File: config.mk
export PLATFORM = sky130hd
export DESIGN_NAME = ppm_frame_decoder_with_clamp_core
export DESIGN_NICKNAME = d
export VERILOG_FILES = /design/src/rtl/core/ppmfd_pkg.sv /design/src/rtl/core/ppmfd_limit_table.sv /design/src/rtl/core/ppm_frame_decoder_with_clamp_core.sv
export SDC_FILE = /design/constraint.sdc
export NUM_CORES = 1
export LEC_CHECK = 0
export BUFFER_PORTS_ARGS = -buffer_cell sky130_fd_sc_hd__buf_2
export CAP_MARGIN = 10
export CORE_MARGIN = 4
export CORE_UTILIZATION = 50
export CTS_CLUSTER_SIZE = 24
export DETAILED_ROUTE_END_ITERATION = 7
export PLACE_DENSITY = 0.64
export SLEW_MARGIN = 20
export SYNTH_ARGS = -nofsm -noshare
export SYNTH_HDL_FRONTEND = slang
export SYNTH_SLANG_ARGS = --single-unit
File: constraint.sdc
create_clock -name clk -period 7.1 [get_ports clk]
set_input_delay 1.065 -clock clk [delete_from_list [all_inputs] [get_ports clk]]
set_output_delay 1.065 -clock clk [all_outputs]
set_load 0.005 [all_outputs]
File: src/rtl/core/ppmfd_pkg.sv
// ----------------------------------------------------------------------------
// ppmfd_pkg
// Shared types and constants for the PPM frame decoder with clamp.
// ----------------------------------------------------------------------------
package ppmfd_pkg;

  localparam int MAX_CHANNELS = 16;
  localparam int CHAN_W       = 4;
  localparam int WIDTH_W      = 16;
  localparam int TS_W         = 32;
  localparam int CFG_IDX_W    = 2;

  localparam logic [WIDTH_W-1:0] WIDTH_MAX      = 16'hFFFF;
  localparam logic [WIDTH_W-1:0] PASS_MASK_RST  = 16'hFFFF;
  localparam logic [WIDTH_W-1:0] SYNC_GAP_RST   = 16'd2500;
  localparam logic [WIDTH_W-1:0] LIMIT_LOW_RST  = 16'h0000;
  localparam logic [WIDTH_W-1:0] LIMIT_HIGH_RST = 16'hFFFF;

  localparam logic KIND_EDGE  = 1'b0;
  localparam logic KIND_LIMIT = 1'b1;

  localparam logic [CFG_IDX_W-1:0] REG_PASS_MASK = 2'd0;
  localparam logic [CFG_IDX_W-1:0] REG_SYNC_GAP  = 2'd1;

  typedef struct packed {
    logic               kind;
    logic [TS_W-1:0]    timestamp;
    logic               collision_avoid;
    logic [CHAN_W-1:0]  limit_channel;
    logic [WIDTH_W-1:0] limit_low;
    logic [WIDTH_W-1:0] limit_high;
  } in_item_t;

  typedef struct packed {
    logic [CHAN_W-1:0]  channel;
    logic [WIDTH_W-1:0] raw_width;
    logic               is_sync;
    logic               drive_valid;
    logic [WIDTH_W-1:0] drive_value;
    logic               overflow;
  } out_item_t;

  typedef struct packed {
    logic               en;
    logic [CHAN_W-1:0]  channel;
    logic [WIDTH_W-1:0] low;
    logic [WIDTH_W-1:0] high;
  } limit_wr_t;

endpackage

File: src/rtl/core/ppmfd_limit_table.sv
// ----------------------------------------------------------------------------
// ppmfd_limit_table
// Per-channel clamp limit storage and the clamp applied to the drive width.
// ----------------------------------------------------------------------------
module ppmfd_limit_table import ppmfd_pkg::*; #(
  parameter int CHANNELS = MAX_CHANNELS
) (
  input  logic               clk,
  input  logic               rst,
  input  limit_wr_t          wr,
  input  logic [CHAN_W-1:0]  rd_channel,
  input  logic               clamp_en,
  input  logic [WIDTH_W-1:0] width,
  output logic [WIDTH_W-1:0] drive
);

  logic [WIDTH_W-1:0] low_limit  [MAX_CHANNELS];
  logic [WIDTH_W-1:0] high_limit [MAX_CHANNELS];
  logic [WIDTH_W-1:0] lo;
  logic [WIDTH_W-1:0] hi;

  always_ff @(posedge clk) begin
    if (rst) begin
      for (int i = 0; i < MAX_CHANNELS; i++) begin
        low_limit[i]  <= LIMIT_LOW_RST;
        high_limit[i] <= LIMIT_HIGH_RST;
      end
    end else if (wr.en && ({1'b0, wr.channel} < (CHAN_W+1)'(CHANNELS))) begin
      low_limit[wr.channel]  <= wr.low;
      high_limit[wr.channel] <= wr.high;
    end
  end

  assign lo = low_limit[rd_channel];
  assign hi = high_limit[rd_channel];

  always_comb begin
    drive = width;
    if (clamp_en) begin
      if (width < lo) begin
        drive = lo;
      end else if (width > hi) begin
        drive = hi;
      end
    end
  end

endmodule

File: src/rtl/core/ppm_frame_decoder_with_clamp_core.sv
// ----------------------------------------------------------------------------
// ppm_frame_decoder_with_clamp_core
// PPM frame decoder: edge timestamps in, per-channel widths and drive values out.
// ----------------------------------------------------------------------------
// Each input transaction is either an edge event or a limit write. An edge
// event yields exactly one registered result after acceptance: the interval
// since the previous edge (modulo 2^32, saturated at 65535), flagged as a sync
// when it reaches sync_gap, otherwise tagged with the current channel and, if
// that channel's pass_mask bit is set, a drive value clamped to the channel's
// limits in collision-avoid mode. Pulses beyond CHANNELS before a sync are
// flagged as overflow. A limit write gives no result. One transaction is taken
// every cycle; throughput is set by the single input register and the single
// result register, and drops only while the result register is stalled.
// Configuration writes are always ready and take effect on the next cycle.
module ppm_frame_decoder_with_clamp_core import ppmfd_pkg::*; #(
  parameter int CHANNELS = MAX_CHANNELS
) (
  input  logic                 clk,
  input  logic                 rst,
  input  logic                 in_valid,
  output logic                 in_stall,
  input  in_item_t             in_data,
  output logic                 out_valid,
  input  logic                 out_stall,
  output out_item_t            out_data,
  input  logic                 cfg_valid,
  output logic                 cfg_ready,
  input  logic [CFG_IDX_W-1:0] cfg_index,
  input  logic [WIDTH_W-1:0]   cfg_data
);

  localparam int CNT_W = $clog2(CHANNELS + 1);
  localparam logic [CNT_W-1:0] CNT_FULL = CNT_W'(CHANNELS);

  logic [WIDTH_W-1:0] pass_mask;
  logic [WIDTH_W-1:0] sync_gap;
  logic [TS_W-1:0]    last_edge_time;
  logic [CNT_W-1:0]   channel_index;

  logic               hold_valid;
  in_item_t           hold_data;

  logic               out_free;
  logic               proc;
  logic               proc_edge;
  logic [TS_W-1:0]    interval;
  logic [WIDTH_W-1:0] width;
  logic               sync_hit;
  logic               over_hit;
  logic [CHAN_W-1:0]  ch;
  logic [WIDTH_W-1:0] clamped;
  limit_wr_t          limit_wr;
  out_item_t          result;

  assign cfg_ready = 1'b1;

  always_ff @(posedge clk) begin
    if (rst) begin
      pass_mask <= PASS_MASK_RST;
      sync_gap  <= SYNC_GAP_RST;
    end else if (cfg_valid) begin
      case (cfg_index)
        REG_PASS_MASK: pass_mask <= cfg_data;
        REG_SYNC_GAP:  sync_gap  <= cfg_data;
        default: ;
      endcase
    end
  end

  // input register and result register handshake
  assign out_free  = !out_valid || !out_stall;
  assign proc      = hold_valid && ((hold_data.kind == KIND_LIMIT) || out_free);
  assign proc_edge = proc && (hold_data.kind == KIND_EDGE);
  assign in_stall  = hold_valid && !proc;

  always_ff @(posedge clk) begin
    if (rst) begin
      hold_valid <= 1'b0;
    end else if (in_valid && !in_stall) begin
      hold_valid <= 1'b1;
    end else if (proc) begin
      hold_valid <= 1'b0;
    end
  end

  always_ff @(posedge clk) begin
    if (in_valid && !in_stall) begin
      hold_data <= in_data;
    end
  end

  // edge measurement
  assign interval = hold_data.timestamp - last_edge_time;
  assign width    = (|interval[TS_W-1:WIDTH_W]) ? WIDTH_MAX : interval[WIDTH_W-1:0];
  assign sync_hit = interval >= {{(TS_W-WIDTH_W){1'b0}}, sync_gap};
  assign over_hit = channel_index >= CNT_FULL;
  assign ch       = over_hit ? '0 : CHAN_W'(channel_index);

  assign limit_wr.en      = proc && (hold_data.kind == KIND_LIMIT);
  assign limit_wr.channel = hold_data.limit_channel;
  assign limit_wr.low     = hold_data.limit_low;
  assign limit_wr.high    = hold_data.limit_high;

  ppmfd_limit_table #(
    .CHANNELS (CHANNELS)
  ) u_limits (
    .clk        (clk),
    .rst        (rst),
    .wr         (limit_wr),
    .rd_channel (ch),
    .clamp_en   (hold_data.collision_avoid),
    .width      (width),
    .drive      (clamped)
  );

  always_comb begin
    result             = '0;
    result.raw_width   = width;
    if (sync_hit) begin
      result.is_sync = 1'b1;
    end else if (over_hit) begin
      result.overflow = 1'b1;
    end else begin
      result.channel = ch;
      if (pass_mask[ch]) begin
        result.drive_valid = 1'b1;
        result.drive_value = clamped;
      end
    end
  end

  always_ff @(posedge clk) begin
    if (rst) begin
      last_edge_time <= '0;
      channel_index  <= '0;
    end else if (proc_edge) begin
      last_edge_time <= hold_data.timestamp;
      if (sync_hit) begin
        channel_index <= '0;
      end else if (over_hit) begin
        channel_index <= CNT_FULL;
      end else begin
        channel_index <= channel_index + 1'b1;
      end
    end
  end

  always_ff @(posedge clk) begin
    if (rst) begin
      out_valid <= 1'b0;
    end else if (proc_edge) begin
      out_valid <= 1'b1;
    end else if (!out_stall) begin
      out_valid <= 1'b0;
    end
  end

  always_ff @(posedge clk) begin
    if (proc_edge) begin
      out_data <= result;
    end
  end

  a_count_bounded: assert property (@(posedge clk) disable iff (rst)
    channel_index <= CNT_FULL)
    else $error("channel count past channel limit");

  a_sync_restarts: assert property (@(posedge clk) disable iff (rst)
    proc_edge && sync_hit |=> channel_index == '0)
    else $error("sync did not restart channel count");

  a_sync_result: assert property (@(posedge clk) disable iff (rst)
    out_valid && out_data.is_sync |->
      out_data.channel == '0 && !out_data.drive_valid && !out_data.overflow)
    else $error("malformed sync result");

  a_overflow_result: assert property (@(posedge clk) disable iff (rst)
    out_valid && out_data.overflow |->
      out_data.channel == '0 && !out_data.drive_valid)
    else $error("malformed overflow result");

  a_drive_idle_zero: assert property (@(posedge clk) disable iff (rst)
    out_valid && !out_data.drive_valid |-> out_data.drive_value == '0)
    else $error("drive value set without drive valid");

  a_limit_no_result: assert property (@(posedge clk) disable iff (rst)
    limit_wr.en |=> $stable(last_edge_time) && $stable(channel_index))
    else $error("limit write disturbed edge state");

endmodule

==> flow_metrics.env, run 1 <==
export IMPL_syn_avg_cell_area_um2=11.88
export IMPL_syn_to_final_growth_pct=11.77
export IMPL_grt_max_degree=77
export IMPL_ir_drop_mv=0.1472
export IMPL_fillers=5423
export IMPL_tightest_slew_ps=1145
export IMPL_core_um2=66100
export IMPL_hold_start="last_edge_time[29]"
export IMPL_via_per_inst=6.081
export IMPL_ys_async_sr_fraction=0
export IMPL_pwr_density_cell_nw_per_um2=240.0
export IMPL_skew_ps=24.91
export IMPL_register_area_um2=20080
export IMPL_grt_pass1_wl_mm=142.1
export IMPL_final_common_cell="edfxtp_1"
export IMPL_vias=23060
export IMPL_grt_usage=0.2642
export IMPL_top_layer="met4"
export IMPL_die_x_um=266.7
export IMPL_drc=0
export IMPL_min_path_type="reg2reg"
export IMPL_fp_dieH_um=266.7
export IMPL_fmax_ghz=0.1544
export IMPL_avgRoutedWirePerCell_um=25.09
export IMPL_fin_area_um2=37400
export IMPL_antenna_found_initial=2
export IMPL_fin_util=0.5659
export IMPL_port_buffers=133
export IMPL_maxSlewHeadroom=0.2364
export IMPL_die_area_um2=71130
export IMPL_nets=3044
export IMPL_drtAntennaViolNets=0
export IMPL_path_class="reg2reg"
export IMPL_finalSetupViolCount=0
export IMPL_clock_sinks=692
export IMPL_ys_ff_latch=692
export IMPL_slew_violations=0
export IMPL_multi_input_area_um2=12290
export IMPL_syn_inst=2817
export IMPL_required_ps=7520
export IMPL_start_util=0.5063
export IMPL_critPathLaunchType="register"
export IMPL_fin_ws_ps=621.4
export IMPL_path_max_fanout=16
export IMPL_numCtsBuffers=78
export IMPL_placed_cell_area_um2=35000
export IMPL_rows=94
export IMPL_dr_wl_met3_mm=7.126
export IMPL_clock_latency_ps=630
export IMPL_h_tree_depth=3
export IMPL_firstDrtPassIters=5
export IMPL_cts_root_buf="clkbuf_16"
export IMPL_maxCapViolCount=0
export IMPL_whs_ps=453.9
export IMPL_p_leak_uw=0.01234
export IMPL_io_pins=135
export IMPL_yosysSeqAreaShare=0.5997
export IMPL_place_congestion=0.9327
export IMPL_clk_pin_slew_worst_paths_ps=50
export IMPL_grt_pass1_vias=23140
export IMPL_drt_met1_wl_mm=39.09
export IMPL_ff2ff_path_depth=24
export IMPL_finalCritPeriodShare=0.9125
export IMPL_startpoint="hold_data[37]"
export IMPL_end_kind="register"
export IMPL_dp_hpwl_mm=57.68
export IMPL_cts_path_max_buffers=3
export IMPL_synth_warnings=0
export IMPL_worstReg2RegEnd="out_data[5]"
export IMPL_endpoint="out_data[5]"
export IMPL_finalSetupTns_ps=0
export IMPL_drive_gt1_frac=0.1664
export IMPL_status="finished clean"
export IMPL_tritoncts="built"
export IMPL_route_met2_wl_mm=46.17
export IMPL_syn_area_um2=33460
export IMPL_syn_nets=2992
export IMPL_synthFlopType="edfxtp_1"
export IMPL_synth_edff_count=621
export IMPL_rrSetupSlack_ps=620
export IMPL_grt_ovfl_total=0
export IMPL_arrival_ps=6900
export IMPL_pre_cts_ws_ps=409.9
export IMPL_ys_types=67
export IMPL_routed_wl_mm=95.13
export IMPL_rsz0062_at_grt="false"
export IMPL_finalCriticalPeriod_ps=6479
export IMPL_cts_setup_buffers=0
export IMPL_r2r_start="hold_data[37]"
export IMPL_hold_viol_final=0
export IMPL_drt_iter0_markers=2462
export IMPL_most_common_layout_cells="edfxtp_1, and2_1, a21oi_1, or3_1, nand2_1"
[critical path, stage by stage, from the launching register on]
cell and delay, ps:
edfxtp_1 340, inv_1 60, ha_1 190, fa_1 410
nand2b_1 180, a21oi_1 290, o21ai_1 170, a211o_1 370
a211oi_2 250, mux2i_1 100, or4_4 440, nor4_4 290
and2_1 420, nand2_1 200, ha_1 370, a21o_1 180
a21o_1 170, a21oi_1 140, o21ai_0 110, a21o_1 180
a21oi_1 220, and2_1 260, a31oi_4 260, mux2_2 400
a221oi_1 260
[power breakdown]
group | total [µW] | leakage, µW | internal, µW | switching (µW)
combinational | 546 | 0.00505 | 178 | 368
clock | 3820 | 0.00117 | 2210 | 1610
sequential | 4610 | 0.00612 | 4540 | 77.6
[flip-flops by register name (all words and copies together) (netlist names)]
name	count
out_valid	1
channel_index	5
u_limits.high_limit	256
pass_mask	16
last_edge_time	32
hold_data	70
out_data	39
hold_valid	1
u_limits.low_limit	256
sync_gap	16
[timing repair]
item	CTS	global route
setup endpoints to repair	0	14
hold buffers	0	0
gates resized for setup	0	2
[how the worst min path moves through the flow]
stage               slack (ps)                  to  cells past startpoint
floorplan                  440  last_edge_time[10]                      2
global placement           440  last_edge_time[27]                      2
detailed placement         450  last_edge_time[28]                      2
CTS                        450  last_edge_time[28]                      2
global route               480   last_edge_time[2]                      2
finish                     450  last_edge_time[29]                      2
[logic make-up (layout without fill, tap and decap cells)]
family / Yosys count / in the layout / share of synthesized area
AO/OA/AOI/OAI: 577 / 577 / 0.1068
XOR/XNOR: 23 / 23 / 0.006020
adder cells (fa/ha/maj): 82 / 82 / 0.03088
buffers and inverters: 311 / 421 / 0.03586
flip-flops: 692 / 692 / 0.5997
multiplexers: 217 / 217 / 0.06943
other: 1 / 2 / 0.0001121
AND/OR/NAND/NOR: 914 / 914 / 0.1512
[area by class of cell]
cell class / instances / share of cell area
multi-input cells: 1814 / 0.3287
repair buffers: 203 / 0.03369
diodes: 1 / 0.00006691
clock inverters: 34 / 0.006925
well taps: 864 / 0.02890
flip-flops and latches: 692 / 0.5368
inverters: 80 / 0.008029
clock buffers: 104 / 0.05684
[per-stage QoR]
stage               total power [µW]  cells
floorplan                       5011   2817
global placement                5227   3653
detailed placement              5240   3653
CTS                             9034   3791
global route                    9265   3791
finish                          8977   3792
[Yosys cell counts, drive strengths merged, types with 2 or more instances]
master	instances	area (µm²)
a211o	24	210.2
nor2b	20	125.1
and3b	3	26.28
o21ai	134	674.4
a311oi	3	26.28
mux2	115	1303
xnor2	14	122.6
a32oi	31	271.5
o22ai	2	12.51
nand2	186	698.2
a311o	2	20.02
nand3	8	40.04
o211ai	6	45.04
a21oi	266	1331
inv	79	296.5
edfxtp	621	18650
o21bai	5	37.54
clkbuf	193	724.4
or3	198	1239
buf	38	175.2
dfxtp	71	1421
o21a	2	15.01
a31oi	6	43.79
mux2i	102	1021
xor2	9	78.83
and3	6	37.54
a211oi	14	130.1
a221oi	48	476.7
a221o	2	20.02
a21o	21	157.7
nand2b	77	481.7
ha	81	1013
nand4	17	106.4
nor2	85	319.1
nand3b	4	30.03
or2	19	118.9
nor3b	2	15.01
nor3	12	60.06
or4	2	18.77
and2	273	1708
[metal layers]
layer | global-route usage | up-vias
met1 | 0.3540 | 11490
met4 | 0.07853 | 0
met3 | 0.04342 | 187
met5 | 0 | -
met2 | 0.4469 | 980
li1 | - | 10400
Note: power is estimated with default switching activity, not from simulation.
==> inputs of run 2 (changes only) <==
==> constraint.sdc (replaced) <==
create_clock -name clk -period 7.94 [get_ports clk]
set_input_delay 1.191 -clock clk [delete_from_list [all_inputs] [get_ports clk]]
set_output_delay 1.191 -clock clk [all_outputs]
set_load 0.005 [all_outputs]
==> run 2 against run 1 <==
Against the previous run: die area unchanged; critical path depth increased by 1; largest cell class unchanged; combinational power decreased by 9.5%; fmax decreased by 6.1%; worst setup slack improved by 420 ps; routed wire length increased by 0.33%; critical endpoint is now out_data[3]; first-iteration DRC count decreased by 0.53%; critical path type unchanged; hold slack got worse by 0.94 ps; via count decreased by 0.66%; highest routed layer unchanged.
==> flow_metrics.env, run 2 (synthesis gave the netlist of run 1 again) <==
export IMPL_status="finished clean"
export IMPL_path_max_fanout=18
export IMPL_fillers=5428
export IMPL_hold_viol_final=0
export IMPL_final_common_cell="edfxtp_1"
export IMPL_placed_cell_area_um2=34940
export IMPL_grt_max_degree=74
export IMPL_dp_hpwl_mm=57.72
export IMPL_p_leak_uw=0.01228
export IMPL_crit_path_max_incr_delay_ps=680
export IMPL_ir_drop_mv=0.1461
export IMPL_cts_resized=0
export IMPL_switching_share=0.2314
export IMPL_internal_power_uw=6130
export IMPL_netSwitchingPower_uw=1845
export IMPL_die_x_um=266.7
export IMPL_finalCriticalPeriod_ps=6898
export IMPL_drtAntennaViolNets=0
export IMPL_critPathLaunchType="register"
export IMPL_fin_area_um2=37310
export IMPL_fp_dieH_um=266.7
export IMPL_numCtsBuffers=78
export IMPL_comb_power_share=0.062
export IMPL_reg_top3="u_limits.high_limit (256), u_limits.low_limit (256), hold_data (70)"
export IMPL_rows=94
export IMPL_via_per_inst=6.049
export IMPL_pre_cts_ws_ps=949.6
export IMPL_arrival_ps=7210
export IMPL_register_area_um2=20080
export IMPL_most_common_layout_cells="edfxtp_1, and2_1, a21oi_1, or3_1, nand2_1"
export IMPL_firstDrtPassIters=5
export IMPL_worst_path_most_repeated_cell="a21oi_1"
export IMPL_port_buffers=133
export IMPL_finalSetupTns_ps=0
export IMPL_pwr_density_cell_nw_per_um2=213.8
export IMPL_maxSlewHeadroom=0.2386
export IMPL_finalSetupViolCount=0
export IMPL_cp_depth=25
export IMPL_rsz0062_at_grt="false"
export IMPL_p_clk_frac=0.421
export IMPL_grt_pass1_wl_mm=142.8
export IMPL_fin_ws_ps=1042
export IMPL_grt_pass1_vias=23170
export IMPL_fmax_ghz=0.1450
export IMPL_path_class="reg2reg"
export IMPL_tightest_slew_ps=1142
export IMPL_rrSetupSlack_ps=1040
export IMPL_cts_path_max_buffers=3
export IMPL_fin_util=0.5645
export IMPL_grt_usage=0.2651
export IMPL_start_util=0.5063
export IMPL_finalCritPeriodShare=0.8688
export IMPL_end_kind="register"
export IMPL_cts_root_buf="clkbuf_16"
export IMPL_worstHoldPathCells=2
export IMPL_whs_ps=453.0
export IMPL_maxCapViolCount=0
export IMPL_drt_iter0_markers=2449
export IMPL_ctsHoldBuffers=0
export IMPL_nets=3039
export IMPL_h_tree_depth=3
export IMPL_syn_to_final_growth_pct=11.49
export IMPL_ff2ff_path_depth=25
export IMPL_skew_ps=23.44
export IMPL_drc=0
export IMPL_vias=22910
export IMPL_clock_latency_ps=630
export IMPL_antenna_found_initial=4
export IMPL_io_pins=135
export IMPL_clk_pin_slew_worst_paths_ps=60
export IMPL_tritoncts="built"
export IMPL_drive_gt1_frac=0.1626
export IMPL_crit_family="compound AO/OA/AOI/OAI gates"
export IMPL_p_seq_frac=0.518
export IMPL_die_area_um2=71130
export IMPL_grt_ovfl_total=0
export IMPL_place_congestion=0.9144
export IMPL_multi_input_area_um2=12290
export IMPL_clock_sinks=692
export IMPL_core_um2=66100
export IMPL_path_buf_inv=2
export IMPL_min_path_type="reg2reg"
export IMPL_cts_setup_buffers=0
export IMPL_crit_path_top_delay_cell="and3_1"
export IMPL_avgRoutedWirePerCell_um=25.20
export IMPL_required_ps=8250
export IMPL_routed_wl_mm=95.44
export IMPL_slew_violations=0
-- run 2: changes by cell type in the layout (fill, tap and decap cells not counted), moves of 3 or more --
cell      delta
clkinv_1    +10
nor2_2       +3
nor2_1       -3
or2_2        +3
or2_4        -3
buf_4        -5
clkinv_2     -6
-- run 2: metal layers --
layer	vias to the layer above	share of wire	GRT usage
met3	180	0.083	0.04923
met5	-	0	0
li1	10390	-	-
met1	11370	0.41	0.3536
met4	0	0.031	0.08709
met2	976	0.48	0.4417
-- run 2: layout make-up --
class	count	share of cell area
diodes	1	0.00006707
clock buffers	99	0.05470
clock inverters	39	0.007411
inverters	80	0.008049
multi-input cells	1814	0.3294
flip-flops and latches	692	0.5382
well taps	864	0.02897
repair buffers	198	0.03320
-- run 2: through the flow --
step | instances | total power, µW
after global placement | 3645 | 4673
final | 3787 | 7975
after detailed placement | 3646 | 4690
after global routing | 3786 | 8224
after floorplan | 2817 | 4481
after CTS | 3784 | 8019
-- run 2: final timing paths --
path / startpoint / end
worst max-delay path: hold_data[37] / out_data[3]
worst max register to register: hold_data[37] / out_data[3]
worst min-delay path: last_edge_time[10] / last_edge_time[10]
worst min register to register: last_edge_time[10] / last_edge_time[10]
-- run 2: tightest hold or removal path, stage by stage, from the launching register on --
cell,delay (ps)
dfxtp_1,310
nand2_1,50
a21oi_1,50
-- run 2: power by group through the flow --
stage / clock [µW] / combinational, µW / sequential (µW)
2_1_floorplan: 0 / 319 / 4160
3_3_place_gp: 0 / 477 / 4200
3_5_place_dp: 0 / 488 / 4200
4_1_cts: 3400 / 490 / 4130
5_1_grt: 3550 / 538 / 4140
6_report: 3350 / 494 / 4130
